[config.mk]
export PLATFORM = sky130hd
export DESIGN_NAME = arm_barrel_shifter_core
export DESIGN_NICKNAME = d
export VERILOG_FILES = /design/src/sv/bsh_pkg.sv /design/src/sv/bsh_decode.sv /design/src/sv/bsh_shift_lo.sv /design/src/sv/bsh_shift_hi.sv /design/src/sv/arm_barrel_shifter_core.sv
export SDC_FILE = /design/constraint.sdc
export NUM_CORES = 1
export LEC_CHECK = 0
export BUFFER_PORTS_ARGS = -buffer_cell sky130_fd_sc_hd__buf_4
export CELL_PAD_IN_SITES_DETAIL_PLACEMENT = 1
export CELL_PAD_IN_SITES_GLOBAL_PLACEMENT = 1
export CORE_MARGIN = 3
export CORE_UTILIZATION = 47
export DETAILED_ROUTE_END_ITERATION = 6
export PLACE_DENSITY_LB_ADDON = 0.1
export SETUP_SLACK_MARGIN = 0.5
export SLEW_MARGIN = 10
export SYNTH_ARGS = -nofsm -noshare
export SYNTH_HDL_FRONTEND = slang
export SYNTH_SLANG_ARGS = --single-unit
[constraint.sdc]
create_clock -name clk -period 5.7 [get_ports clk]
set_input_delay 1.14 -clock clk [delete_from_list [all_inputs] [get_ports clk]]
set_output_delay 1.14 -clock clk [all_outputs]
set_load 0.05 [all_outputs]
[src/sv/bsh_pkg.sv]
// Shared types and constants for the barrel shifter operand unit.
// No dependencies; imported by every module in sv/.
package bsh_pkg;

	localparam int DATA_WIDTH_DEF = 32;
	localparam int KIND_W         = 3;
	localparam int OPND_W         = 32;
	localparam int AMT_W          = 8;

	localparam logic [KIND_W-1:0] KIND_LSL = 3'd0;
	localparam logic [KIND_W-1:0] KIND_LSR = 3'd1;
	localparam logic [KIND_W-1:0] KIND_ASR = 3'd2;
	localparam logic [KIND_W-1:0] KIND_ROR = 3'd3;
	localparam logic [KIND_W-1:0] KIND_RRX = 3'd4;

	// per-transaction control carried alongside the shift word
	typedef struct packed {
		logic right_form;  // result in z[W:1], carry z[0]; else z[W-1:0], carry z[W]
		logic force_zero;  // result and carry both zero
		logic use_cin;     // carry passes through unchanged
		logic changed;
		logic cin;
	} ctrl_t;

endpackage

[src/sv/bsh_decode.sv]
// Stage 1: decodes kind/amount into a 2W-bit shift word, a right-shift count
// and control flags. Depends on bsh_pkg.
module bsh_decode #(
	parameter int DATA_WIDTH = bsh_pkg::DATA_WIDTH_DEF,
	localparam int SW = $clog2(DATA_WIDTH)
) (
	input  logic                        clk,
	input  logic                        arst_n,
	input  logic                        en,
	input  logic                        valid_in,
	input  logic [bsh_pkg::KIND_W-1:0]  kind,
	input  logic [bsh_pkg::OPND_W-1:0]  operand_value,
	input  logic [bsh_pkg::AMT_W-1:0]   shift_amount,
	input  logic                        immediate_form,
	input  logic                        carry_in,
	output logic                        valid_s1,
	output logic [2*DATA_WIDTH-1:0]     y_s1,
	output logic [SW-1:0]               s_s1,
	output bsh_pkg::ctrl_t              ctrl_s1
);
	import bsh_pkg::*;

	localparam logic [AMT_W-1:0] W_AMT = AMT_W'(DATA_WIDTH);
	localparam int               TBL_N = 2 ** AMT_W;

	typedef logic [SW-1:0] rot_tbl_t [TBL_N];

	// amount modulo width, worked out at elaboration
	function automatic rot_tbl_t build_rot_tbl();
		rot_tbl_t t;
		for (int i = 0; i < TBL_N; i++) begin
			t[i] = SW'(i % DATA_WIDTH);
		end
		return t;
	endfunction

	localparam rot_tbl_t ROT_TBL = build_rot_tbl();

	logic [DATA_WIDTH-1:0]   v;
	logic                    sign;
	logic [DATA_WIDTH-1:0]   fill;
	logic [AMT_W-1:0]        n_lr;
	logic [SW-1:0]           r_ror;
	logic [2*DATA_WIDTH-1:0] y_d;
	logic [SW-1:0]           s_d;
	ctrl_t                   c_d;

	assign v     = DATA_WIDTH'(operand_value);
	assign sign  = v[DATA_WIDTH-1];
	assign fill  = (kind == KIND_ASR && sign) ? '1 : '0;
	assign n_lr  = (shift_amount == '0 && immediate_form) ? W_AMT : shift_amount;
	assign r_ror = ROT_TBL[shift_amount];

	always_comb begin
		// default: pass-through via full rotation, carry unchanged
		y_d          = {v, v};
		s_d          = SW'(DATA_WIDTH - 1);
		c_d.right_form = 1'b1;
		c_d.force_zero = 1'b0;
		c_d.use_cin    = 1'b1;
		c_d.changed    = 1'b0;
		c_d.cin        = carry_in;
		unique case (kind) inside
			KIND_LSL: begin
				if (shift_amount != '0) begin
					c_d.use_cin    = 1'b0;
					c_d.changed    = 1'b1;
					c_d.right_form = 1'b0;
					y_d            = {v, {DATA_WIDTH{1'b0}}};
					if (shift_amount > W_AMT) begin
						c_d.force_zero = 1'b1;
						s_d            = '0;
					end else begin
						s_d = SW'(W_AMT - shift_amount);
					end
				end
			end
			KIND_LSR, KIND_ASR: begin
				if (n_lr != '0) begin
					c_d.use_cin = 1'b0;
					c_d.changed = 1'b1;
					y_d         = {fill, v};
					if (n_lr > W_AMT) begin
						// ASR clamps to a full-width shift; LSR clears
						c_d.force_zero = (kind == KIND_LSR);
						s_d            = SW'(DATA_WIDTH - 1);
					end else begin
						s_d = SW'(n_lr - AMT_W'(1));
					end
				end
			end
			KIND_ROR: begin
				if (shift_amount != '0) begin
					c_d.use_cin = 1'b0;
					c_d.changed = 1'b1;
					s_d = (r_ror == '0) ? SW'(DATA_WIDTH - 1) : SW'(r_ror - SW'(1));
				end
			end
			KIND_RRX: begin
				c_d.use_cin = 1'b0;
				c_d.changed = 1'b1;
				y_d         = {{(DATA_WIDTH-1){1'b0}}, carry_in, v};
				s_d         = '0;
			end
			default: begin
			end
		endcase
	end

	always_ff @(posedge clk or negedge arst_n) begin
		if (!arst_n) begin
			valid_s1 <= 1'b0;
		end else if (en) begin
			valid_s1 <= valid_in;
		end
	end

	always_ff @(posedge clk) begin
		if (en && valid_in) begin
			y_s1    <= y_d;
			s_s1    <= s_d;
			ctrl_s1 <= c_d;
		end
	end

endmodule

[src/sv/bsh_shift_lo.sv]
// Stage 2: right shift of the 2W-bit word by the low bits of the count.
// Depends on bsh_pkg.
module bsh_shift_lo #(
	parameter int DATA_WIDTH = bsh_pkg::DATA_WIDTH_DEF,
	localparam int SW = $clog2(DATA_WIDTH),
	localparam int LO = SW / 2
) (
	input  logic                    clk,
	input  logic                    arst_n,
	input  logic                    en,
	input  logic                    valid_s1,
	input  logic [2*DATA_WIDTH-1:0] y_s1,
	input  logic [SW-1:0]           s_s1,
	input  bsh_pkg::ctrl_t          ctrl_s1,
	output logic                    valid_s2,
	output logic [2*DATA_WIDTH-1:0] z_s2,
	output logic [SW-LO-1:0]        s_hi_s2,
	output bsh_pkg::ctrl_t          ctrl_s2
);
	import bsh_pkg::*;

	logic [2*DATA_WIDTH-1:0] z_d;

	assign z_d = y_s1 >> s_s1[LO-1:0];

	always_ff @(posedge clk or negedge arst_n) begin
		if (!arst_n) begin
			valid_s2 <= 1'b0;
		end else if (en) begin
			valid_s2 <= valid_s1;
		end
	end

	always_ff @(posedge clk) begin
		if (en && valid_s1) begin
			z_s2    <= z_d;
			s_hi_s2 <= s_s1[SW-1:LO];
			ctrl_s2 <= ctrl_s1;
		end
	end

endmodule

[src/sv/bsh_shift_hi.sv]
// Stage 3: right shift by the high bits of the count, result/carry select,
// output register. Depends on bsh_pkg.
module bsh_shift_hi #(
	parameter int DATA_WIDTH = bsh_pkg::DATA_WIDTH_DEF,
	localparam int SW = $clog2(DATA_WIDTH),
	localparam int LO = SW / 2
) (
	input  logic                       clk,
	input  logic                       arst_n,
	input  logic                       en,
	input  logic                       valid_s2,
	input  logic [2*DATA_WIDTH-1:0]    z_s2,
	input  logic [SW-LO-1:0]           s_hi_s2,
	input  bsh_pkg::ctrl_t             ctrl_s2,
	output logic                       valid_s3,
	output logic [bsh_pkg::OPND_W-1:0] result_s3,
	output logic                       carry_s3,
	output logic                       changed_s3
);
	import bsh_pkg::*;

	logic [SW-1:0]           hi_amt;
	logic [2*DATA_WIDTH-1:0] z;
	logic [DATA_WIDTH-1:0]   res_d;
	logic                    carry_d;

	assign hi_amt = {s_hi_s2, {LO{1'b0}}};
	assign z      = z_s2 >> hi_amt;

	always_comb begin
		if (ctrl_s2.force_zero) begin
			res_d   = '0;
			carry_d = 1'b0;
		end else if (ctrl_s2.right_form) begin
			res_d   = z[DATA_WIDTH:1];
			carry_d = z[0];
		end else begin
			res_d   = z[DATA_WIDTH-1:0];
			carry_d = z[DATA_WIDTH];
		end
		if (ctrl_s2.use_cin) begin
			carry_d = ctrl_s2.cin;
		end
	end

	always_ff @(posedge clk or negedge arst_n) begin
		if (!arst_n) begin
			valid_s3 <= 1'b0;
		end else if (en) begin
			valid_s3 <= valid_s2;
		end
	end

	always_ff @(posedge clk) begin
		if (en && valid_s2) begin
			result_s3  <= OPND_W'(res_d);
			carry_s3   <= carry_d;
			changed_s3 <= ctrl_s2.changed;
		end
	end

endmodule

[src/sv/arm_barrel_shifter_core.sv]
// ARM-style barrel shifter operand unit: top level, three pipeline stages.
// Depends on bsh_pkg, bsh_decode, bsh_shift_lo, bsh_shift_hi.
//
// Usage
//  - Slave stream s_axis_*: one shift request per transaction. tuser carries
//    kind (LSL/LSR/ASR/ROR/RRX) and the immediate-form flag; tdata carries the
//    operand, the shift amount and the incoming carry.
//  - Master stream m_axis_*: one result per request, in order. tdata carries
//    the shifted value and shifter carry-out; tuser flags a new carry.
//  - Pipeline: decode, low-order shift and high-order shift plus select are each
//    registered before m_axis_tvalid. Throughput: one transaction per cycle while
//    m_axis_tready is high, set by the three-register pipeline; there is no iteration.
//  - Stalls: each stage advances when the next one is empty or advancing, so
//    bubbles are squeezed out while m_axis_tready is low and up to three
//    transactions are held; s_axis_tready drops only when all stages are full.
//    Nothing is dropped or duplicated.
//  - Reset (arst_n low, asynchronous): all stage valids clear and
//    s_axis_tready is held low; the unit has no other reset state, and
//    s_axis_tready rises and it accepts again as soon as arst_n is released.
module arm_barrel_shifter_core #(
	parameter int DATA_WIDTH = bsh_pkg::DATA_WIDTH_DEF
) (
	input  logic        clk,
	input  logic        arst_n,
	// slave side
	input  logic        s_axis_tvalid,
	output logic        s_axis_tready,
	input  logic [47:0] s_axis_tdata,  // [31:0] operand_value, [39:32] shift_amount,
	                                   // [40] carry_in, [47:41] zero
	input  logic [3:0]  s_axis_tuser,  // [2:0] kind, [3] immediate_form
	// master side
	output logic        m_axis_tvalid,
	input  logic        m_axis_tready,
	output logic [39:0] m_axis_tdata,  // [31:0] shifted_value, [32] carry_out, [39:33] zero
	output logic [0:0]  m_axis_tuser   // [0] carry_changed
);
	import bsh_pkg::*;

	localparam int SW = $clog2(DATA_WIDTH);
	localparam int LO = SW / 2;

	// stage enables: a stage loads when its successor can take its contents
	logic en1, en2, en3;

	logic                    valid_s1, valid_s2, valid_s3;
	logic [2*DATA_WIDTH-1:0] y_s1, z_s2;
	logic [SW-1:0]           s_s1;
	logic [SW-LO-1:0]        s_hi_s2;
	ctrl_t                   ctrl_s1, ctrl_s2;
	logic [OPND_W-1:0]       result_s3;
	logic                    carry_s3, changed_s3;

	assign en3 = !valid_s3 || m_axis_tready;
	assign en2 = !valid_s2 || en3;
	assign en1 = !valid_s1 || en2;

	// no transaction is taken while the stages are held in reset
	assign s_axis_tready = arst_n && en1;

	bsh_decode #(.DATA_WIDTH(DATA_WIDTH)) u_decode (
		.clk            (clk),
		.arst_n         (arst_n),
		.en             (en1),
		.valid_in       (s_axis_tvalid),
		.kind           (s_axis_tuser[2:0]),
		.operand_value  (s_axis_tdata[31:0]),
		.shift_amount   (s_axis_tdata[39:32]),
		.immediate_form (s_axis_tuser[3]),
		.carry_in       (s_axis_tdata[40]),
		.valid_s1       (valid_s1),
		.y_s1           (y_s1),
		.s_s1           (s_s1),
		.ctrl_s1        (ctrl_s1)
	);

	bsh_shift_lo #(.DATA_WIDTH(DATA_WIDTH)) u_shift_lo (
		.clk      (clk),
		.arst_n   (arst_n),
		.en       (en2),
		.valid_s1 (valid_s1),
		.y_s1     (y_s1),
		.s_s1     (s_s1),
		.ctrl_s1  (ctrl_s1),
		.valid_s2 (valid_s2),
		.z_s2     (z_s2),
		.s_hi_s2  (s_hi_s2),
		.ctrl_s2  (ctrl_s2)
	);

	bsh_shift_hi #(.DATA_WIDTH(DATA_WIDTH)) u_shift_hi (
		.clk        (clk),
		.arst_n     (arst_n),
		.en         (en3),
		.valid_s2   (valid_s2),
		.z_s2       (z_s2),
		.s_hi_s2    (s_hi_s2),
		.ctrl_s2    (ctrl_s2),
		.valid_s3   (valid_s3),
		.result_s3  (result_s3),
		.carry_s3   (carry_s3),
		.changed_s3 (changed_s3)
	);

	assign m_axis_tvalid   = valid_s3;
	assign m_axis_tdata    = {7'd0, carry_s3, result_s3};
	assign m_axis_tuser[0] = changed_s3;

	// an empty output stage must never back-pressure the input
	a_ready_when_out_empty: assert property (@(posedge clk) disable iff (!arst_n)
		!m_axis_tvalid |-> s_axis_tready)
		else $error("input stalled with empty output stage");

	// with the sink ready, an accepted transaction passes every stage and reaches the output
	a_latency: assert property (@(posedge clk) disable iff (!arst_n)
		(s_axis_tvalid && s_axis_tready) ##1 m_axis_tready ##1 m_axis_tready
		|=> m_axis_tvalid)
		else $error("transaction did not reach output in three cycles");

	// an unchanged carry is never flagged as a new one
	a_cin_unchanged: assert property (@(posedge clk) disable iff (!arst_n)
		valid_s1 && ctrl_s1.use_cin |-> !ctrl_s1.changed)
		else $error("pass-through carry flagged as changed");

endmodule
==> summary.txt, run 1 <==
Status
  – Status: finished, final reports clean

STA
  – Worst Tran Pin Value: 1.079 ns
  – Setup TNS: 0 ns
  – Relative slew slack: 28.09%
  – Final setup viols: 0
  – RSZ-0062 raised after global routing: false
  – Final Critical Period: around 3.1 ns
  – PnR worst setup slack: 2.641 ns
  – Final Cycle Share: a little over half
  – Final hold violations: 0
  – Final Max Tran Viols: 0
  – Clock Skew: 0.009939 ns
  – Fmax: 0.3269 GHz

Floorplanning
  – Die Width: 152.8 um
  – Number of top-level pins: slightly below 100
  – DIE HEIGHT: roughly 150 um
  – Full die area: 23360 um2
  – Num rows: 53
  – Initial core utilization: 48.05%
  – Core area: 21090 um2

Power and ir drop
  – PwrDens: 329.5 nW/um2
  – P_leak: approximately 4.2 nW
  – Final Power: ~3.8 mW
  – Peak supply drop: 203.6 uV

Layout
  – Share of layout cells above drive strength 1: 32.81%
  – Diodes inserted: 0
  – Nets: 811
  – # fillers: 2025
  – Most common cell after layout, fill and taps aside: edfxtp_1
  – Area occupied by registers: approximately 5400 um2
  – Commonest non-fill, non-tap cells in the layout: edfxtp_1, buf_4, mux4_2, nor2_1, a211oi_1
  – Multi-input logic area: 4393 um2
  – Area growth from synthesis to layout: 13.17%
  – Post-layout instance area: between 10000 and 15000 um2
  – Layout Cells excl Fill: 1040

Detailed routing
  – Routed wl met3: 1430 um
  – Met2 wire length: 11700 um
  – Vias: 6333
  – Top Layer Used: met4
  – Routed wire length: 24260 um
  – Via density: 6.089
  – Met1 WL: 10610 um
  – Final ANT Viol Nets: 0
  – WL/cell: 23.33 um
  – Drt drc: 0
  – Drt pass-1 iters: 5
  – DRT iter0 DRCs: 618

CTS
  – # H-tree levels: 4
  – Root Driver: clkbuf_16
  – CTS Buf Count: 17
  – Clk slew on worst S/H paths: 0.07 ns
  – CTS hold repair buffers: 0
  – Clk buf depth: 2
  – Clock sinks: 180
  – CTS tree: built
  – Total setup buffers inserted after CTS: 0
  – Post-CTS resize count: 0
  – Clock latency on the worst-skew pair: 0.43 ns

Synthesis
  – Syn Inst Count: approximately 700
  – Synth top area share: 52.45%
  – Async S/R FF share, synth: 1.667%
  – Netlist Area Pre-Place: 10130 um2
  – Number of synthesized register bits: 180
  – Post-synth top area cell: edfxtp_1
  – Top_reg_cell synth: edfxtp_1
  – Post-synthesis average cell area: 14.46 um2
  – Synth area leaders: edfxtp_1, mux4_2, mux2i_1
  – Register area share after synthesis: approximately 53%
  – EDFF count, synth: 177
  – Unique masters post-synth: between 50 and 60
  – Synth warn: 0

Min path
  – Hold Path Class: flop to flop
  – Hold Path End: u_shift_lo.ctrl_s2[4]$_DFFE_PP_
  – Cell depth of the worst min-delay path: 0
  – Hold path start: u_decode.ctrl_s1[4]$_SDFFCE_PN1P_

Global route
  – Vias in the first global route: 6589
  – First-pass GRT wire length: 38740 um
  – Total gr overflow: 0
  – Initial antenna violation count: 0
  – Pin count of the biggest net entering global routing: 64
  – GRT Total Usage: roughly a fifth

Critical path
  – Worst path max stage delay: between 0.6 and 0.7 ns
  – Setup crit start kind: input port
  – Worst r2r src: u_shift_lo.s_hi_s2[0]$_DFFE_PP_
  – Worst path required time: 5.99 ns
  – CP arrival: 3.35 ns
  – Worst Setup Path Type: input port to flop
  – CP bufs+invs: 2
  – R2R depth: 6
  – Critical-path maximum fanout: 30
  – Worst Setup End Kind: flop
  – Worst R2R Setup Slack: 3.00 ns
  – Critical-path cell list: buf_4, inv_1, ha_1, or4b_1, nor3_2, a31oi_1, nand3_2, a21o_1
  – CP top delay family: simple AND/OR/NAND/NOR gates
  – RR Endpoint: u_shift_hi.result_s3[23]$_SDFFCE_PP0P_
  – Crit-path slowest cell: or4b_1
  – Setup crit start: s_axis_tdata[32]

Place
  – Place WS: 1.918 ns
  – Placed instance area: 10860 um2
  – Port Buffers: 84
  – Final Wtd Congestion: 0.8993
  – Final HPWL DP: around 18000 um
  – Placed cells: 1008

Run
  – Max Cap Viol: 0
-- per-layer routing --
| layer | global-route usage (%) | vias up |
|---|---|---|
| li1 | - | 2864 |
| met1 | 30.06 | 3224 |
| met2 | 34.06 | 216 |
| met3 | 3.624 | 29 |
| met4 | 6.661 | 0 |
| met5 | 0 | - |
-- how the worst max path moves through the flow --
stage                     slack, ns  cells after the start                             to
after floorplan                2.23                      3  u_decode.ctrl_s1[0]$_DFFE_PP_
after global placement         2.00                      8    u_decode.y_s1[50]$_DFFE_PP_
after detailed placement       1.92                      8    u_decode.y_s1[56]$_DFFE_PP_
after CTS                      2.35                      8    u_decode.y_s1[52]$_DFFE_PP_
after global routing           2.47                      8    u_decode.y_s1[52]$_DFFE_PP_
final                          2.64                      8    u_decode.y_s1[52]$_DFFE_PP_
-- state kept, by name, summed over array words and instances (netlist names), 3 cells and up --
name and cells:
u_decode.y_s1 64, u_decode.ctrl_s1 5, u_shift_lo.ctrl_s2 5, u_shift_hi.result_s3 32, u_shift_lo.s_hi_s2 3, u_decode.s_s1 5, u_shift_lo.z_s2 61
-- metrics by stage --
step                utilization (%)  hold WS [ns]
global route                  54.38        0.4301
global placement              51.52        0.4033
finish                        54.38        0.4246
CTS                           54.22        0.4232
detailed placement            51.52        0.4066
floorplan                         -        0.4003
-- worst register-to-register path, cell delays in order, from the launching register on --
cell      delay, ns
edfxtp_1       0.66
buf_4          0.50
mux4_2         0.60
and2_1         0.18
a31oi_1        0.26
nand2_1        0.10
o311a_1        0.15
-- cells by family (layout without fill, tap and decap cells) --
group,count (synthesis),after routing,synth area share [%]
AO/OA/AOI/OAI,124,124,8.631
XOR/XNOR,4,4,0.3458
adder cells (fa/ha/maj),2,2,0.2469
buffers and inverters,80,138,3.877
flip-flops,180,180,53.19
multiplexers,150,150,25.67
other,1,7,0.03701
AND/OR/NAND/NOR,160,160,8.001
-- cell usage after synthesis (all sizes together) (3+ instances only) --
library cell    n
mux4           85
nor3           16
nor2b          22
nand2          24
a31oi           4
a211oi         37
a21oi          22
edfxtp        177
o21ai          14
buf            40
mux2i          36
a21o           28
nand2b          5
inv            12
and2           11
nor2           55
clkbuf         27
dfrtp           3
mux2           29
o21a            6
nand3           3
and2b          13
-- report_power, final --
group	internal (mW)	leakage, nW	switching (mW)
Clock	0.615	0.273	0.535
Combinational	0.367	2.21	0.489
Sequential	1.65	1.76	0.120
Total	2.64	4.25	1.14
-- final cells by class --
class	instances	share of cell area [%]
sequential	180	47.00
multi-input combinational	447	38.30
timing repair buffer	94	6.306
clock buffer	17	3.709
tap	275	3.000
clock inverter	14	1.255
inverter	13	0.4255
Note: power is estimated with default switching activity, not from simulation.
==> run 2: changes to the inputs <==
Settings changed: ABC_AREA set to 1, CORE_UTILIZATION 47 to 45.
Clock period 5.7 ns to 2.9 ns, I/O delays scaled along.
==> run 2 against run 1 <==
Against the previous run:
- utilization is 2.0 points lower
- global-route usage is 2.2 points higher
- largest cell class unchanged
- non-clock buffer count is 10 higher
- combinational power grew to 3.2 times the previous value
- cell count is 53% higher
- highest routed layer unchanged
- count of clock-buffer cells in the layout is 1 higher
- clock skew is 0.00089 ns higher
- critical path depth is 3 lower
==> summary.txt, run 2 <==
Status
  – Status: finished, final reports clean

CTS
  – # H-tree levels: 4
  – Clock sinks: 180
  – Clk buf depth: 2
  – Clk slew on worst S/H paths: roughly 0.07 ns
  – CTS Buf Count: 17
  – Clock latency on the worst-skew pair: about 0.44 ns
  – Root Driver: clkbuf_16
  – CTS tree: built

Synthesis
  – Synth top area share: 50.89%
  – EDFF count, synth: 177
  – Number of synthesized register bits: 180
  – Synth area leaders: edfxtp_1, nand2_1, nand3_1
  – Unique masters post-synth: 36
  – Post-synthesis average cell area: 8.429 um2
  – Netlist Area Pre-Place: ~10000 um2
  – Commonest cells post-synth: nand2_1, nand3_1, edfxtp_1
  – Most frequent cell after synthesis: nand2_1
  – Async S/R FF share, synth: about 1.7%
  – Synth warn: 0
  – Register area share after synthesis: around 52%
  – Top_reg_cell synth: edfxtp_1
  – Post-synth top area cell: edfxtp_1
  – Syn Inst Count: approximately 1200

Critical path
  – Worst Setup Path Type: input port to output pin
  – Worst path required time: roughly 2.3 ns
  – Critical-path maximum fanout: 4
  – Setup crit start kind: input port
  – CP arrival: 1.56 ns
  – Worst Setup End Kind: output pin
  – R2R depth: 8
  – Worst R2R Setup Slack: 0.88 ns

Layout
  – Post-layout instance area: about 12000 um2
  – Commonest non-fill, non-tap cells in the layout: nand2_1, nand3_1, edfxtp_1, nor2_1, inv_1
  – Share of layout cells above drive strength 1: 14.06%
  – Nets: 1347
  – Biggest regs: u_decode.y_s1 x64, u_shift_lo.z_s2 x61, u_shift_hi.result_s3 x32
  – Area growth from synthesis to layout: 13.89%
  – Diodes inserted: 0
  – # fillers: 2708
  – Util after Layout: 52.37%
  – Layout Cells excl Fill: between 1500 and 2000
  – Most common cell after layout, fill and taps aside: nand2_1
  – Number of flip-flops in the largest register: 64
  – Reg with most FFs: u_decode.y_s1

Global route
  – Initial antenna violation count: 0
  – First-pass GRT wire length: 45570 um
  – Vias in the first global route: 8421
  – Total gr overflow: 0
  – Pin count of the biggest net entering global routing: 75
  – GRT Total Usage: 23.45%

STA
  – Fmax: 0.4663 GHz
  – Final setup viols: 0
  – Fin Hold WS: about 0.37 ns
  – Final Max Tran Viols: 0
  – Worst Tran Pin Value: 0.7438 ns
  – Clock Skew: around 0.011 ns
  – Relative slew slack: 50.36%
  – Setup TNS: 0 ns
  – Final hold violations: 0
  – Final Cycle Share: 73.94%
  – RSZ-0062 raised after global routing: false
  – PnR worst setup slack: 0.7556 ns
  – Final Critical Period: 2.144 ns

Place
  – Final Wtd Congestion: a little under 0.9
  – Port Buffers: 84
  – Placed instance area: 11290 um2
  – Final HPWL DP: 21270 um
  – Placed cells: 1554
  – Place WS: approximately 0.53 ns

Detailed routing
  – Routed wire length: 28580 um
  – WL/cell: 18.01 um
  – DRT iter0 DRCs: 601
  – Final ANT Viol Nets: 0
  – Drt pass-1 iters: 5
  – Drt drc: 0
  – Via density: 5.365
  – Vias: 8515

Power and ir drop
  – PwrDens: 741.6 nW/um2
  – P_leak: 5.341 nW
  – Peak supply drop: 352.4 uV
  – Final Power: 8.820 mW

Floorplanning
  – Core area: roughly 23000 um2
  – Num rows: 55
  – Die Width: 158.3 um
  – Initial core utilization: between 40 and 50%
  – Full die area: 25070 um2
  – DIE HEIGHT: about 160 um
  – Number of top-level pins: 99

Min path
  – Hold Path Class: input port to flop
  – Cell depth of the worst min-delay path: 1

Run
  – Max Cap Viol: 0
-- run 2: cell types whose count changed after synthesis, sizes merged, moves of 16 or more --
cell / delta
nand2: +350
nand3: +193
inv: +99
o21ai: +94
mux4: -85
nor2: +61
a211oi: -37
mux2: -29
a21o: -28
nor2b: -22
buf: +16
nor3: -16
-- run 2: worst paths after layout --
| check | startpoint | end |
|---|---|---|
| worst max register to register | u_shift_lo.s_hi_s2[0]$_DFFE_PP_ | u_shift_hi.result_s3[1]$_SDFFCE_PP0P_ |
| worst min-delay path | s_axis_tdata[40] | u_decode.ctrl_s1[0]$_DFFE_PP_ |
| min in group asynchronous | arst_n | u_shift_lo.valid_s2$_DFFE_PN0P_ |
| worst max-delay path | arst_n | s_axis_tready |
| worst min register to register | u_decode.ctrl_s1[0]$_DFFE_PP_ | u_shift_lo.ctrl_s2[0]$_DFFE_PP_ |
| max in group asynchronous | arst_n | u_shift_hi.valid_s3$_DFFE_PN0P_ |
-- run 2: layer usage --
layer	share of wire [%]	track usage (%)	up-vias	wire length [um]
li1	-	-	4212	-
met5	0	0	-	0
met1	47	32.49	4083	13330
met3	2.5	2.609	41	721
met4	2.8	8.357	0	802
met2	48	38.41	179	13720
-- run 2: timing repair --
action                                 CTS  global route
gates resized for setup                  0             0
endpoints found under the hold margin    3             0
setup buffers                            0             0
hold buffers                             1             0
-- run 2: worst max-delay path, stage by stage --
cell           delay, ns
dlygate4sd3_1       0.54
buf_4               0.16
nand2_1             0.06
inv_1               0.04
buf_4               0.18
-- run 2: power by group --
part | switching (mW) | internal [mW]
registers | 0.245 | 3.49
clock network | 1.07 | 1.30
logic | 1.91 | 0.794
-- run 2: logic make-up after synthesis --
group / after synthesis / share of synthesized area, %
other cells: 1 / 0.03591
fa+ha+maj: 2 / 0.2396
compound gates: 125 / 6.134
simple gates: 689 / 28.88
mux: 50 / 4.792
xor+xnor: 2 / 0.1678
buf+inv: 190 / 8.135
flops: 180 / 51.61
-- run 2: cell type report --
cell class                      count  area [um2]  share of cell area, %
Clock buffer                       18       429.2                  3.608
Clock inverter                     14       166.4                  1.399
Inverter                          111       441.7                  3.713
Multi-Input combinational cell    875        4250                  35.74
Sequential cell                   180        5391                  45.33
Tap cell                          285       356.6                  2.998
Timing Repair Buffer              104       858.3                  7.216
